<file path="config.mk">
export PLATFORM = sky130hd
export DESIGN_NAME = current_instability_detector
export DESIGN_NICKNAME = d
export VERILOG_FILES = /design/src/rtl/core/cid_pkg.sv /design/src/rtl/core/cid_front.sv /design/src/rtl/core/cid_queue.sv /design/src/rtl/core/cid_back.sv /design/src/rtl/core/current_instability_detector.sv
export SDC_FILE = /design/constraint.sdc
export NUM_CORES = 2
export LEC_CHECK = 0
export ABC_CLOCK_PERIOD_IN_PS = 7500
export BUFFER_PORTS_ARGS = -buffer_cell sky130_fd_sc_hd__buf_2
export CORE_MARGIN = 2
export CORE_UTILIZATION = 30
export CTS_BUF_LIST = sky130_fd_sc_hd__clkbuf_4
export CTS_CLUSTER_DIAMETER = 80
export DETAILED_ROUTE_END_ITERATION = 8
export GPL_ROUTABILITY_DRIVEN = 0
export HOLD_SLACK_MARGIN = 0.02
export PLACE_DENSITY_LB_ADDON = 0.08
export SYNTH_ARGS = -nofsm -noshare
export SYNTH_HDL_FRONTEND = slang
export SYNTH_HIERARCHICAL = 1
export SYNTH_SLANG_ARGS = --single-unit
</file>
<file path="constraint.sdc">
create_clock -name i_clk -period 7.5 [get_ports i_clk]
set_input_delay 0.75 -clock i_clk [delete_from_list [all_inputs] [get_ports i_clk]]
set_output_delay 0.75 -clock i_clk [all_outputs]
set_load 0.01 [all_outputs]
</file>
<file path="src/rtl/core/cid_pkg.sv">
package cid_pkg;

    localparam int CFG_W      = 8;
    localparam int CODE_W     = 12;
    localparam int CUR_W      = 12;
    localparam int SUM_W      = 21;
    localparam int LEFT_W     = 9;
    localparam int AVG_W      = 12;
    localparam int THR_W      = 13;
    localparam int DL_W       = 14;
    localparam int PROD_W     = 20;
    localparam int CFG_IDX_W  = 2;

    localparam logic [CFG_IDX_W-1:0] CFG_WIN_HALF_CH0 = 2'd0;
    localparam logic [CFG_IDX_W-1:0] CFG_WIN_HALF_CH1 = 2'd1;
    localparam logic [CFG_IDX_W-1:0] CFG_MAX_PCT_CH0  = 2'd2;
    localparam logic [CFG_IDX_W-1:0] CFG_MAX_PCT_CH1  = 2'd3;

    localparam logic [CFG_W-1:0] CFG_RESET_VAL = 8'd10;

    localparam logic REQ_ARM    = 1'b0;
    localparam logic REQ_SAMPLE = 1'b1;

    // code*721/1000 == (code*CUR_MUL) >> CUR_SHIFT for every 12-bit code
    localparam logic [22:0] CUR_MUL   = 23'd6048187;
    localparam int          CUR_SHIFT = 23;

    // x/100 == (x*PCT_RECIP) >> PCT_SHIFT for x below 2**20
    localparam logic [20:0] PCT_RECIP = 21'd1342178;
    localparam int          PCT_SHIFT = 27;

    localparam logic [DL_W-1:0]  THR_FLOOR = 14'd5;
    localparam logic [DL_W-1:0]  THR_CEIL  = 14'd8191;
    localparam logic [AVG_W-1:0] AVG_CEIL  = 12'd4095;

    localparam int             DIV_STEPS = SUM_W;
    localparam int             DIV_CNT_W = 5;
    localparam logic [DIV_CNT_W-1:0] DIV_LAST = 5'(DIV_STEPS - 1);

    localparam int QDEPTH = 4;
    localparam int QPTR_W = 2;
    localparam int QCNT_W = 3;

    typedef struct packed {
        logic [1:0][CFG_W-1:0] win_half;
        logic [1:0][CFG_W-1:0] max_pct;
    } t_cfg_regs;

    typedef struct packed {
        logic              ch;
        logic [SUM_W-1:0]  sum;
        logic [LEFT_W-1:0] div;
        logic [CFG_W-1:0]  pct;
        logic              all_done;
    } t_job;

    typedef struct packed {
        logic              empty;
        logic [QCNT_W-1:0] count;
    } t_q_status;

    typedef enum logic [2:0] {
        BK_IDLE,
        BK_DIV,
        BK_MUL,
        BK_SCALE,
        BK_DONE
    } t_back_state;

endpackage

</file>
<file path="src/rtl/core/cid_front.sv">
module cid_front #(
    parameter int CHANNELS = 2
) (
    input  logic                 i_clk,
    input  logic                 i_rst_n,
    input  logic                 s_axis_tvalid,
    output logic                 s_axis_tready,
    input  logic [15:0]          s_axis_tdata,   // [11:0] adc_code
    input  logic [1:0]           s_axis_tuser,   // [0] req_type, [1] channel
    input  cid_pkg::t_cfg_regs   i_cfg,
    input  cid_pkg::t_q_status   i_q_status,
    output logic                 o_push,
    output cid_pkg::t_job        o_push_job
);

    logic                            r_a_valid;
    logic                            r_a_req;
    logic                            r_a_ch;
    logic [cid_pkg::CUR_W-1:0]       r_a_cur;
    logic [1:0][cid_pkg::LEFT_W-1:0] r_left;
    logic [1:0][cid_pkg::SUM_W-1:0]  r_sum;

    logic [34:0]                     w_cur_prod;
    logic                            w_accept;
    logic [cid_pkg::LEFT_W-1:0]      w_left_sel;
    logic [cid_pkg::LEFT_W-1:0]      w_left_dec;
    logic [cid_pkg::SUM_W-1:0]       w_sum_new;
    logic                            w_take;

    assign w_accept   = s_axis_tvalid && s_axis_tready;
    assign w_cur_prod = 35'(s_axis_tdata[cid_pkg::CODE_W-1:0]) * 35'(cid_pkg::CUR_MUL);

    // one free queue slot for every item that may still push
    assign s_axis_tready = ({1'b0, i_q_status.count} + {{cid_pkg::QCNT_W{1'b0}}, r_a_valid})
                           < (cid_pkg::QCNT_W+1)'(cid_pkg::QDEPTH);

    assign w_left_sel = r_left[r_a_ch];
    assign w_left_dec = w_left_sel - 1'b1;
    assign w_sum_new  = r_sum[r_a_ch] + cid_pkg::SUM_W'(r_a_cur);
    assign w_take     = r_a_valid && (r_a_req == cid_pkg::REQ_SAMPLE) && (w_left_sel != '0);

    assign o_push              = w_take && (w_left_dec == '0);
    assign o_push_job.ch       = r_a_ch;
    assign o_push_job.sum      = w_sum_new;
    assign o_push_job.div      = {i_cfg.win_half[r_a_ch], 1'b0};
    assign o_push_job.pct      = i_cfg.max_pct[r_a_ch];
    assign o_push_job.all_done = (r_left[~r_a_ch] == '0);

    always_ff @(posedge i_clk) begin
        if (!i_rst_n) begin
            r_a_valid <= 1'b0;
        end else begin
            r_a_valid <= w_accept;
        end
    end

    always_ff @(posedge i_clk) begin
        if (w_accept) begin
            r_a_req <= s_axis_tuser[0];
            r_a_ch  <= s_axis_tuser[1];
            r_a_cur <= w_cur_prod[34:cid_pkg::CUR_SHIFT];
        end
    end

    always_ff @(posedge i_clk) begin
        if (!i_rst_n) begin
            r_left <= '0;
            r_sum  <= '0;
        end else if (r_a_valid && (r_a_req == cid_pkg::REQ_ARM)) begin
            for (int c = 0; c < 2; c++) begin
                if (c < CHANNELS) begin
                    r_left[c] <= {i_cfg.win_half[c], 1'b0};
                    r_sum[c]  <= '0;
                end
            end
        end else if (w_take) begin
            r_left[r_a_ch] <= w_left_dec;
            r_sum[r_a_ch]  <= w_sum_new;
        end
    end

    a_accept_staged: assert property (@(posedge i_clk) disable iff (!i_rst_n)
        w_accept |=> r_a_valid)
        else $error("accepted beat not staged");

endmodule

</file>
<file path="src/rtl/core/cid_queue.sv">
module cid_queue (
    input  logic                i_clk,
    input  logic                i_rst_n,
    input  logic                i_push,
    input  cid_pkg::t_job       i_push_job,
    input  logic                i_pop,
    output cid_pkg::t_job       o_head,
    output cid_pkg::t_q_status  o_status
);

    cid_pkg::t_job                 r_mem [cid_pkg::QDEPTH];
    logic [cid_pkg::QPTR_W-1:0]    r_wr_ptr;
    logic [cid_pkg::QPTR_W-1:0]    r_rd_ptr;
    logic [cid_pkg::QCNT_W-1:0]    r_count;

    assign o_head         = r_mem[r_rd_ptr];
    assign o_status.empty = (r_count == '0);
    assign o_status.count = r_count;

    always_ff @(posedge i_clk) begin
        if (i_push) begin
            r_mem[r_wr_ptr] <= i_push_job;
        end
    end

    always_ff @(posedge i_clk) begin
        if (!i_rst_n) begin
            r_wr_ptr <= '0;
            r_rd_ptr <= '0;
            r_count  <= '0;
        end else begin
            if (i_push) begin
                r_wr_ptr <= r_wr_ptr + 1'b1;
            end
            if (i_pop) begin
                r_rd_ptr <= r_rd_ptr + 1'b1;
            end
            if (i_push && !i_pop) begin
                r_count <= r_count + 1'b1;
            end else if (i_pop && !i_push) begin
                r_count <= r_count - 1'b1;
            end
        end
    end

    a_no_overflow: assert property (@(posedge i_clk) disable iff (!i_rst_n)
        i_push |-> (r_count < cid_pkg::QCNT_W'(cid_pkg::QDEPTH)) || i_pop)
        else $error("queue overflow");

    a_no_underflow: assert property (@(posedge i_clk) disable iff (!i_rst_n)
        i_pop |-> (r_count != '0))
        else $error("queue underflow");

endmodule

</file>
<file path="src/rtl/core/cid_back.sv">
module cid_back (
    input  logic                i_clk,
    input  logic                i_rst_n,
    input  cid_pkg::t_job       i_q_head,
    input  cid_pkg::t_q_status  i_q_status,
    output logic                o_pop,
    output logic                m_axis_tvalid,
    input  logic                m_axis_tready,
    output logic [31:0]         m_axis_tdata,  // [11:0] average_ma, [24:12] threshold_ma,
                                               // [25] unstable, [26] all_done
    output logic [0:0]          m_axis_tuser   // [0] out_channel
);

    cid_pkg::t_back_state            r_state;
    cid_pkg::t_back_state            n_state;
    cid_pkg::t_job                   r_job;
    logic [cid_pkg::LEFT_W-1:0]      r_rem;
    logic [cid_pkg::SUM_W-1:0]       r_quo;
    logic [cid_pkg::DIV_CNT_W-1:0]   r_cnt;
    logic [cid_pkg::PROD_W-1:0]      r_prod;
    logic [cid_pkg::DL_W-1:0]        r_dl;
    logic [1:0][cid_pkg::AVG_W-1:0]  r_older;
    logic [1:0][cid_pkg::AVG_W-1:0]  r_newer;
    logic                            r_out_valid;
    logic                            r_out_ch;
    logic [cid_pkg::AVG_W-1:0]       r_out_avg;
    logic [cid_pkg::THR_W-1:0]       r_out_thr;
    logic                            r_out_unst;
    logic                            r_out_done;

    logic [cid_pkg::LEFT_W:0]        w_trial;
    logic                            w_ge;
    logic [cid_pkg::LEFT_W-1:0]      w_rem_next;
    logic [40:0]                     w_scale;
    logic [cid_pkg::AVG_W-1:0]       w_avg;
    logic [cid_pkg::THR_W-1:0]       w_delta;
    logic [cid_pkg::AVG_W-1:0]       w_old;
    logic [cid_pkg::AVG_W-1:0]       w_newer;
    logic                            w_unst;
    logic                            w_out_free;
    logic                            w_load_out;

    assign w_trial    = {r_rem, r_quo[cid_pkg::SUM_W-1]};
    assign w_ge       = (w_trial >= {1'b0, r_job.div});
    assign w_rem_next = w_ge ? cid_pkg::LEFT_W'(w_trial - {1'b0, r_job.div})
                             : cid_pkg::LEFT_W'(w_trial);
    assign w_scale    = 41'(r_prod) * 41'(cid_pkg::PCT_RECIP);
    assign w_old      = r_older[r_job.ch];
    assign w_newer    = r_newer[r_job.ch];
    assign w_out_free = !r_out_valid || m_axis_tready;

    always_comb begin
        if (r_job.div == '0) begin
            w_avg = '0;
        end else if (r_quo[cid_pkg::SUM_W-1:cid_pkg::AVG_W] != '0) begin
            w_avg = cid_pkg::AVG_CEIL;
        end else begin
            w_avg = r_quo[cid_pkg::AVG_W-1:0];
        end
    end

    always_comb begin
        if (r_dl < cid_pkg::THR_FLOOR) begin
            w_delta = cid_pkg::THR_W'(cid_pkg::THR_FLOOR);
        end else if (r_dl > cid_pkg::THR_CEIL) begin
            w_delta = cid_pkg::THR_W'(cid_pkg::THR_CEIL);
        end else begin
            w_delta = r_dl[cid_pkg::THR_W-1:0];
        end
    end

    assign w_unst = ({2'b0, w_old} > ({2'b0, w_newer} + {1'b0, w_delta}))
                 && ({2'b0, w_old} > ({2'b0, w_avg} + {1'b0, w_delta}));

    always_comb begin
        n_state = r_state;
        unique case (r_state)
            cid_pkg::BK_IDLE: begin
                if (!i_q_status.empty) begin
                    n_state = cid_pkg::BK_DIV;
                end
            end
            cid_pkg::BK_DIV: begin
                if (r_cnt == cid_pkg::DIV_LAST) begin
                    n_state = cid_pkg::BK_MUL;
                end
            end
            cid_pkg::BK_MUL:   n_state = cid_pkg::BK_SCALE;
            cid_pkg::BK_SCALE: n_state = cid_pkg::BK_DONE;
            cid_pkg::BK_DONE: begin
                if (w_out_free) begin
                    n_state = cid_pkg::BK_IDLE;
                end
            end
            default: n_state = cid_pkg::BK_IDLE;
        endcase
    end

    always_comb begin
        o_pop      = 1'b0;
        w_load_out = 1'b0;
        unique case (r_state)
            cid_pkg::BK_IDLE: o_pop      = !i_q_status.empty;
            cid_pkg::BK_DONE: w_load_out = w_out_free;
            default: begin
                o_pop      = 1'b0;
                w_load_out = 1'b0;
            end
        endcase
    end

    always_ff @(posedge i_clk) begin
        if (!i_rst_n) begin
            r_state <= cid_pkg::BK_IDLE;
        end else begin
            r_state <= n_state;
        end
    end

    always_ff @(posedge i_clk) begin
        if (o_pop) begin
            r_job <= i_q_head;
            r_rem <= '0;
            r_quo <= i_q_head.sum;
            r_cnt <= '0;
        end else if (r_state == cid_pkg::BK_DIV) begin
            r_rem <= w_rem_next;
            r_quo <= {r_quo[cid_pkg::SUM_W-2:0], w_ge};
            r_cnt <= r_cnt + 1'b1;
        end
        if (r_state == cid_pkg::BK_MUL) begin
            r_prod <= cid_pkg::PROD_W'(w_old) * cid_pkg::PROD_W'(r_job.pct);
        end
        if (r_state == cid_pkg::BK_SCALE) begin
            r_dl <= w_scale[cid_pkg::PCT_SHIFT +: cid_pkg::DL_W];
        end
    end

    always_ff @(posedge i_clk) begin
        if (!i_rst_n) begin
            r_older <= '0;
            r_newer <= '0;
        end else if (w_load_out) begin
            r_older[r_job.ch] <= w_newer;
            r_newer[r_job.ch] <= w_avg;
        end
    end

    always_ff @(posedge i_clk) begin
        if (!i_rst_n) begin
            r_out_valid <= 1'b0;
        end else if (w_load_out) begin
            r_out_valid <= 1'b1;
        end else if (m_axis_tready) begin
            r_out_valid <= 1'b0;
        end
    end

    always_ff @(posedge i_clk) begin
        if (w_load_out) begin
            r_out_ch   <= r_job.ch;
            r_out_avg  <= w_avg;
            r_out_thr  <= w_delta;
            r_out_unst <= w_unst;
            r_out_done <= r_job.all_done;
        end
    end

    assign m_axis_tvalid = r_out_valid;
    assign m_axis_tdata  = {5'b0, r_out_done, r_out_unst, r_out_thr, r_out_avg};
    assign m_axis_tuser  = r_out_ch;

    a_div_bound: assert property (@(posedge i_clk) disable iff (!i_rst_n)
        (r_state == cid_pkg::BK_DIV) |-> (r_cnt <= cid_pkg::DIV_LAST))
        else $error("divider step count out of range");

    a_pop_starts_div: assert property (@(posedge i_clk) disable iff (!i_rst_n)
        o_pop |=> (r_state == cid_pkg::BK_DIV))
        else $error("popped job did not start division");

    a_result_from_done: assert property (@(posedge i_clk) disable iff (!i_rst_n)
        $rose(r_out_valid) |-> $past(r_state == cid_pkg::BK_DONE))
        else $error("result raised outside completion");

endmodule

</file>
<file path="src/rtl/core/current_instability_detector.sv">
// Channel   | Dir | Handshake                      | Payload
// s_axis    | in  | s_axis_tvalid / s_axis_tready  | tdata: adc_code; tuser: req_type, channel
// m_axis    | out | m_axis_tvalid / m_axis_tready  | tdata: average, threshold, flags; tuser: channel
// cfg       | in  | i_cfg_valid / o_cfg_ready      | i_cfg_index, i_cfg_data
//
// An arm or a sample that does not close a window only updates the front end and pushes no job.
// A closing sample holds the back end for its pop, 21 bit-serial divide steps,
// threshold multiply, scale and output load, in that order.
// Input stalls when the queued jobs plus the staged beat fill the four-entry job queue.
// Output holds in its own register; the back end waits only when that register is full.
// Reset is synchronous active low; all window state and history clear at once.
module current_instability_detector #(
    parameter int CHANNELS = 2
) (
    input  logic                              i_clk,
    input  logic                              i_rst_n,
    input  logic                              s_axis_tvalid,
    output logic                              s_axis_tready,
    input  logic [15:0]                       s_axis_tdata,  // [11:0] adc_code
    input  logic [1:0]                        s_axis_tuser,  // [0] req_type, [1] channel
    output logic                              m_axis_tvalid,
    input  logic                              m_axis_tready,
    output logic [31:0]                       m_axis_tdata,  // [11:0] average_ma,
                                                             // [24:12] threshold_ma,
                                                             // [25] unstable, [26] all_done
    output logic [0:0]                        m_axis_tuser,  // [0] out_channel
    input  logic                              i_cfg_valid,
    output logic                              o_cfg_ready,
    input  logic [cid_pkg::CFG_IDX_W-1:0]     i_cfg_index,
    input  logic [cid_pkg::CFG_W-1:0]         i_cfg_data
);

    cid_pkg::t_cfg_regs  r_cfg;
    cid_pkg::t_q_status  w_q_status;
    cid_pkg::t_job       w_push_job;
    cid_pkg::t_job       w_q_head;
    logic                w_push;
    logic                w_pop;

    assign o_cfg_ready = 1'b1;

    always_ff @(posedge i_clk) begin
        if (!i_rst_n) begin
            r_cfg.win_half <= {2{cid_pkg::CFG_RESET_VAL}};
            r_cfg.max_pct  <= {2{cid_pkg::CFG_RESET_VAL}};
        end else if (i_cfg_valid) begin
            unique case (i_cfg_index)
                cid_pkg::CFG_WIN_HALF_CH0: r_cfg.win_half[0] <= i_cfg_data;
                cid_pkg::CFG_WIN_HALF_CH1: r_cfg.win_half[1] <= i_cfg_data;
                cid_pkg::CFG_MAX_PCT_CH0:  r_cfg.max_pct[0]  <= i_cfg_data;
                cid_pkg::CFG_MAX_PCT_CH1:  r_cfg.max_pct[1]  <= i_cfg_data;
                default: r_cfg <= r_cfg;
            endcase
        end
    end

    cid_front #(
        .CHANNELS (CHANNELS)
    ) u_front (
        .i_clk         (i_clk),
        .i_rst_n       (i_rst_n),
        .s_axis_tvalid (s_axis_tvalid),
        .s_axis_tready (s_axis_tready),
        .s_axis_tdata  (s_axis_tdata),
        .s_axis_tuser  (s_axis_tuser),
        .i_cfg         (r_cfg),
        .i_q_status    (w_q_status),
        .o_push        (w_push),
        .o_push_job    (w_push_job)
    );

    cid_queue u_queue (
        .i_clk      (i_clk),
        .i_rst_n    (i_rst_n),
        .i_push     (w_push),
        .i_push_job (w_push_job),
        .i_pop      (w_pop),
        .o_head     (w_q_head),
        .o_status   (w_q_status)
    );

    cid_back u_back (
        .i_clk         (i_clk),
        .i_rst_n       (i_rst_n),
        .i_q_head      (w_q_head),
        .i_q_status    (w_q_status),
        .o_pop         (w_pop),
        .m_axis_tvalid (m_axis_tvalid),
        .m_axis_tready (m_axis_tready),
        .m_axis_tdata  (m_axis_tdata),
        .m_axis_tuser  (m_axis_tuser)
    );

endmodule
</file>
==> results.cfg <==
[layout]
layout-drive-gt1-share_pct = 12.7
final_design_area_no_fill_sq_um = 38700
area_delta_synth_final_pct = 10.0
num-nets-final = 4129

[job]
max_cap_violations = 0

[power]
seqPwrFrac_pct = 38.4
sw_frac_of_total_pct = 36.8
power.leakage_nw = 17.3
power.density_nw_per_um2 = 217
internal-power_mw = 5.31
switching_power_mw = 3.10
ir_worst_vdd_uv = 145
p_clk_share_pct = 25.2
share_comb_of_total_power_pct = 36.4

[route]
drt-met1-wl_um = 40700
routed_wl_um = 88300
drt_iter0_drc = 842
remaining_drc_errors = 0
highest-signal-layer = met5
firstDrtPassIters = 6
total_vias_in_the_final_route = 23100
wl_met2_um = 43300
routed_wire_length_per_instance_um = 17.7
routed_via_density = 4.64
met3RoutedLength_um = 2580
drtAntennaViolNets = 0

[sta]
finalWorstPathRequiredPeriod_ns = 6.90
final.period_utilization_pct = 92.0
fin_worst_skew_ns = 0.126
rsz_0062_raised_after_global_routing = no
worstMarginPinSlew_ns = 1.08
report.final.slew_viol_count = 0
achievable-frequency_mhz = 145
maxSlewHeadroom_pct = 27.8
final-setup-viol-count = 0
hold_viol = 0
timing.setup.tns_ns = 0

[global_route]
wire_length_of_the_first_global_routing_pass_um = 141000
global_route.overflow_total = 0
overall_track_demand_over_capacity_in_global_routing_pct = 15.0
grt_max_degree = 109
antenna_violations_before_repair = 6
first_global_vias = 25400

[clock_network]
clkLatencyLatePin_ns = 0.92
clock-root-buffer = clkbuf_4
clock_tree_from_tritoncts = yes
numCtsBuffers = 119
clock_pin_slew_worst_setup_and_hold_paths_ns = 0.07
clock-sinks = 444
bufs_on_longest_clock_path = 3
cts.htree.levels = 3

[synthesis]
synth-async-reset-ratio_pct = 0
syn_inst = 3231
yosys_warning_total = 6
yosysSeqAreaShare_pct = 33.1
dominantRegCellSynth = edfxtp_1
syn_avg_cell_area_sq_um = 10.9
post_synth_num_cell_types = 90
synth-seq-cells = 444
post_synth_instance_area_sq_um = 35200
synth-edff-count = 276

[place]
detailed_place.area_sq_um = 37200
buffer_ports.inserted = 58
post_detail_place_hpwl_um = 68100

[worst_setup_path]
r2r-start = u_back/r_prod[13]
critical_path_class = reg2reg
startpoint_types = flip-flop
worst-r2r-cell-count = 21
worstSetupEndpoint = u_back/r_dl[8]
reg2reg_setup_slack_ns = 0.60
r2r-end = u_back/r_dl[8]
worst_setup_path_end_kind = flip-flop
required_time_of_the_critical_path_ns = 8.15
worst-path-max-fanout = 8
cp_data_arrival_time_ns = 7.55
critPathLaunch = u_back/r_prod[13]

[status]
status = completed

[floorplan]
die-width_um = 347
io_pins = 69
starting_density_of_the_core_pct = 30.3
design.die.area_sq_um = 120000
core_area_sq_um = 116000
placementRows = 125
overall_die_height_um = 347

[worst_hold_path]
holdCritPathClass = in2reg
min_from = i_rst_n
-- cells in the final DEF, fill, tap and decap left out, types with 6 or more instances in the layout --
cell      count
conb_1        7
a21oi_1     115
clkbuf_4    176
nand4_1      24
a31oi_1      13
o211ai_1      6
a211oi_1     23
mux2_2       74
edfxtp_1    276
xnor2_1      72
nor4_1       12
xor2_1       39
mux4_2       40
ha_1        448
and2_1       77
and3_1       10
clkinv_2      8
nor3_1       42
nor2b_1      46
buf_2        57
a21o_1       39
dfxtp_1     166
fa_1        292
o31ai_1      16
o21ai_0     101
a21boi_0     29
nor2_1       80
o21a_1       15
buf_4        33
or4_1         9
inv_1       585
nand2_1     249
nand2b_1     19
mux2i_1      57
or2_2        11
or3_1        11
nand3_1      32
clkinv_1     29
-- kinds of logic (layout without fill, tap and decap cells) --
kind of cell	Yosys count	in the layout	synth area share, %
other cells	3	12	0.0320
xor+xnor	111	111	2.76
mux	171	171	6.55
fa+ha+maj	740	740	32.5
simple gates	653	653	9.23
flops	444	444	33.1
compound gates	430	430	8.04
buf+inv	679	897	7.77
-- how the worst min path moves through the flow --
stage / endpoint / slack [ns] / cells past startpoint
after floorplan: u_back/r_out_done / 0.40 / 0
after global placement: u_front/r_sum[25] / 0.44 / 2
after detailed placement: u_front/r_sum[23] / 0.44 / 2
after CTS: r_cfg[4] / 0.06 / 3
after global routing: u_front/r_left[4] / 0.09 / 3
final: u_front/r_left[4] / 0.17 / 3
-- flip-flops by register name (all words and copies together), names as in the netlist, 19 cells and up, named ones only --
name,flops
r_cfg,32
u_front/r_sum,42
u_back/r_newer,24
u_back/r_quo,21
u_back/r_older,24
u_back/r_prod,20
u_queue/r_mem,160
u_back/r_job,19
-- power by group through the flow --
stage / sequential (mW) / clock (mW) / combinational, mW
6_report: 3.23 / 2.12 / 3.06
3_3_place_gp: 3.28 / 0 / 3.05
2_1_floorplan: 3.12 / 0 / 2.38
4_1_cts: 3.24 / 2.25 / 3.10
5_1_grt: 3.27 / 2.37 / 3.49
3_5_place_dp: 3.29 / 0 / 3.08
-- per-stage QoR --
step | utilization, % | instances | setup slack, ns | power (mW) | hold slack [ns]
after floorplan | - | 3235 | 1.33 | 5.49 | 0.400
after global placement | 31.9 | 4756 | 0.500 | 6.33 | 0.439
after detailed placement | 31.9 | 4756 | 0.484 | 6.37 | 0.444
after CTS | 33.3 | 4977 | 0.518 | 8.58 | 0.0620
after global routing | 33.3 | 4982 | 0.205 | 9.12 | 0.0937
final | 33.3 | 4982 | 0.601 | 8.40 | 0.175
-- area by class of cell --
cell class	instances	area, sq um
Fill cell	11900	77600
Multi-Input combinational cell	2112	20900
Sequential cell	444	11700
Inverter	586	2200
Tap cell	1524	1910
Clock buffer	176	1320
Timing Repair Buffer	93	563
Clock inverter	42	200
Antenna cell	5	12.5
-- critical path: stages, from the launching register on --
cell	delay (ns)
edfxtp_1	0.74
inv_1	0.25
fa_1	0.59
inv_1	0.07
ha_1	0.29
inv_1	0.07
fa_1	0.45
fa_1	0.52
fa_1	0.55
inv_1	0.06
fa_1	0.41
ha_1	0.28
ha_1	0.35
a21oi_1	0.26
inv_1	0.12
a2111oi_4	0.35
o2111ai_2	0.29
a31oi_4	0.31
o21bai_4	0.10
a2111oi_2	0.36
nor3_1	0.11
xor2_1	0.15
-- repair_timing --
action | in CTS | in global routing
hold buffers | 3 | 0
hold endpoints to repair | 3 | 0
gates resized for setup | 0 | 0
buffers inserted | 0 | 0
-- Yosys cell counts, types with 57 or more instances --
master    count  area share [%]
a21oi_1     115             1.6
mux2_2       74             2.4
nand2_1     249             2.7
mux2i_1      57             1.6
nor2_1       80            0.85
xnor2_1      72             1.8
o21ai_0     101             1.4
fa_1        292              17
dfxtp_1     168             9.6
ha_1        448              16
and2_1       81             1.4
edfxtp_1    276              24
inv_1       585             6.2
-- metal layers --
layer / vias up / GRT usage [%]
li1: 11200 / -
met1: 11500 / 19.5
met2: 297 / 25.9
met3: 128 / 2.21
met4: 4 / 4.05
met5: - / 0
(Power assumes the default switching activity.)
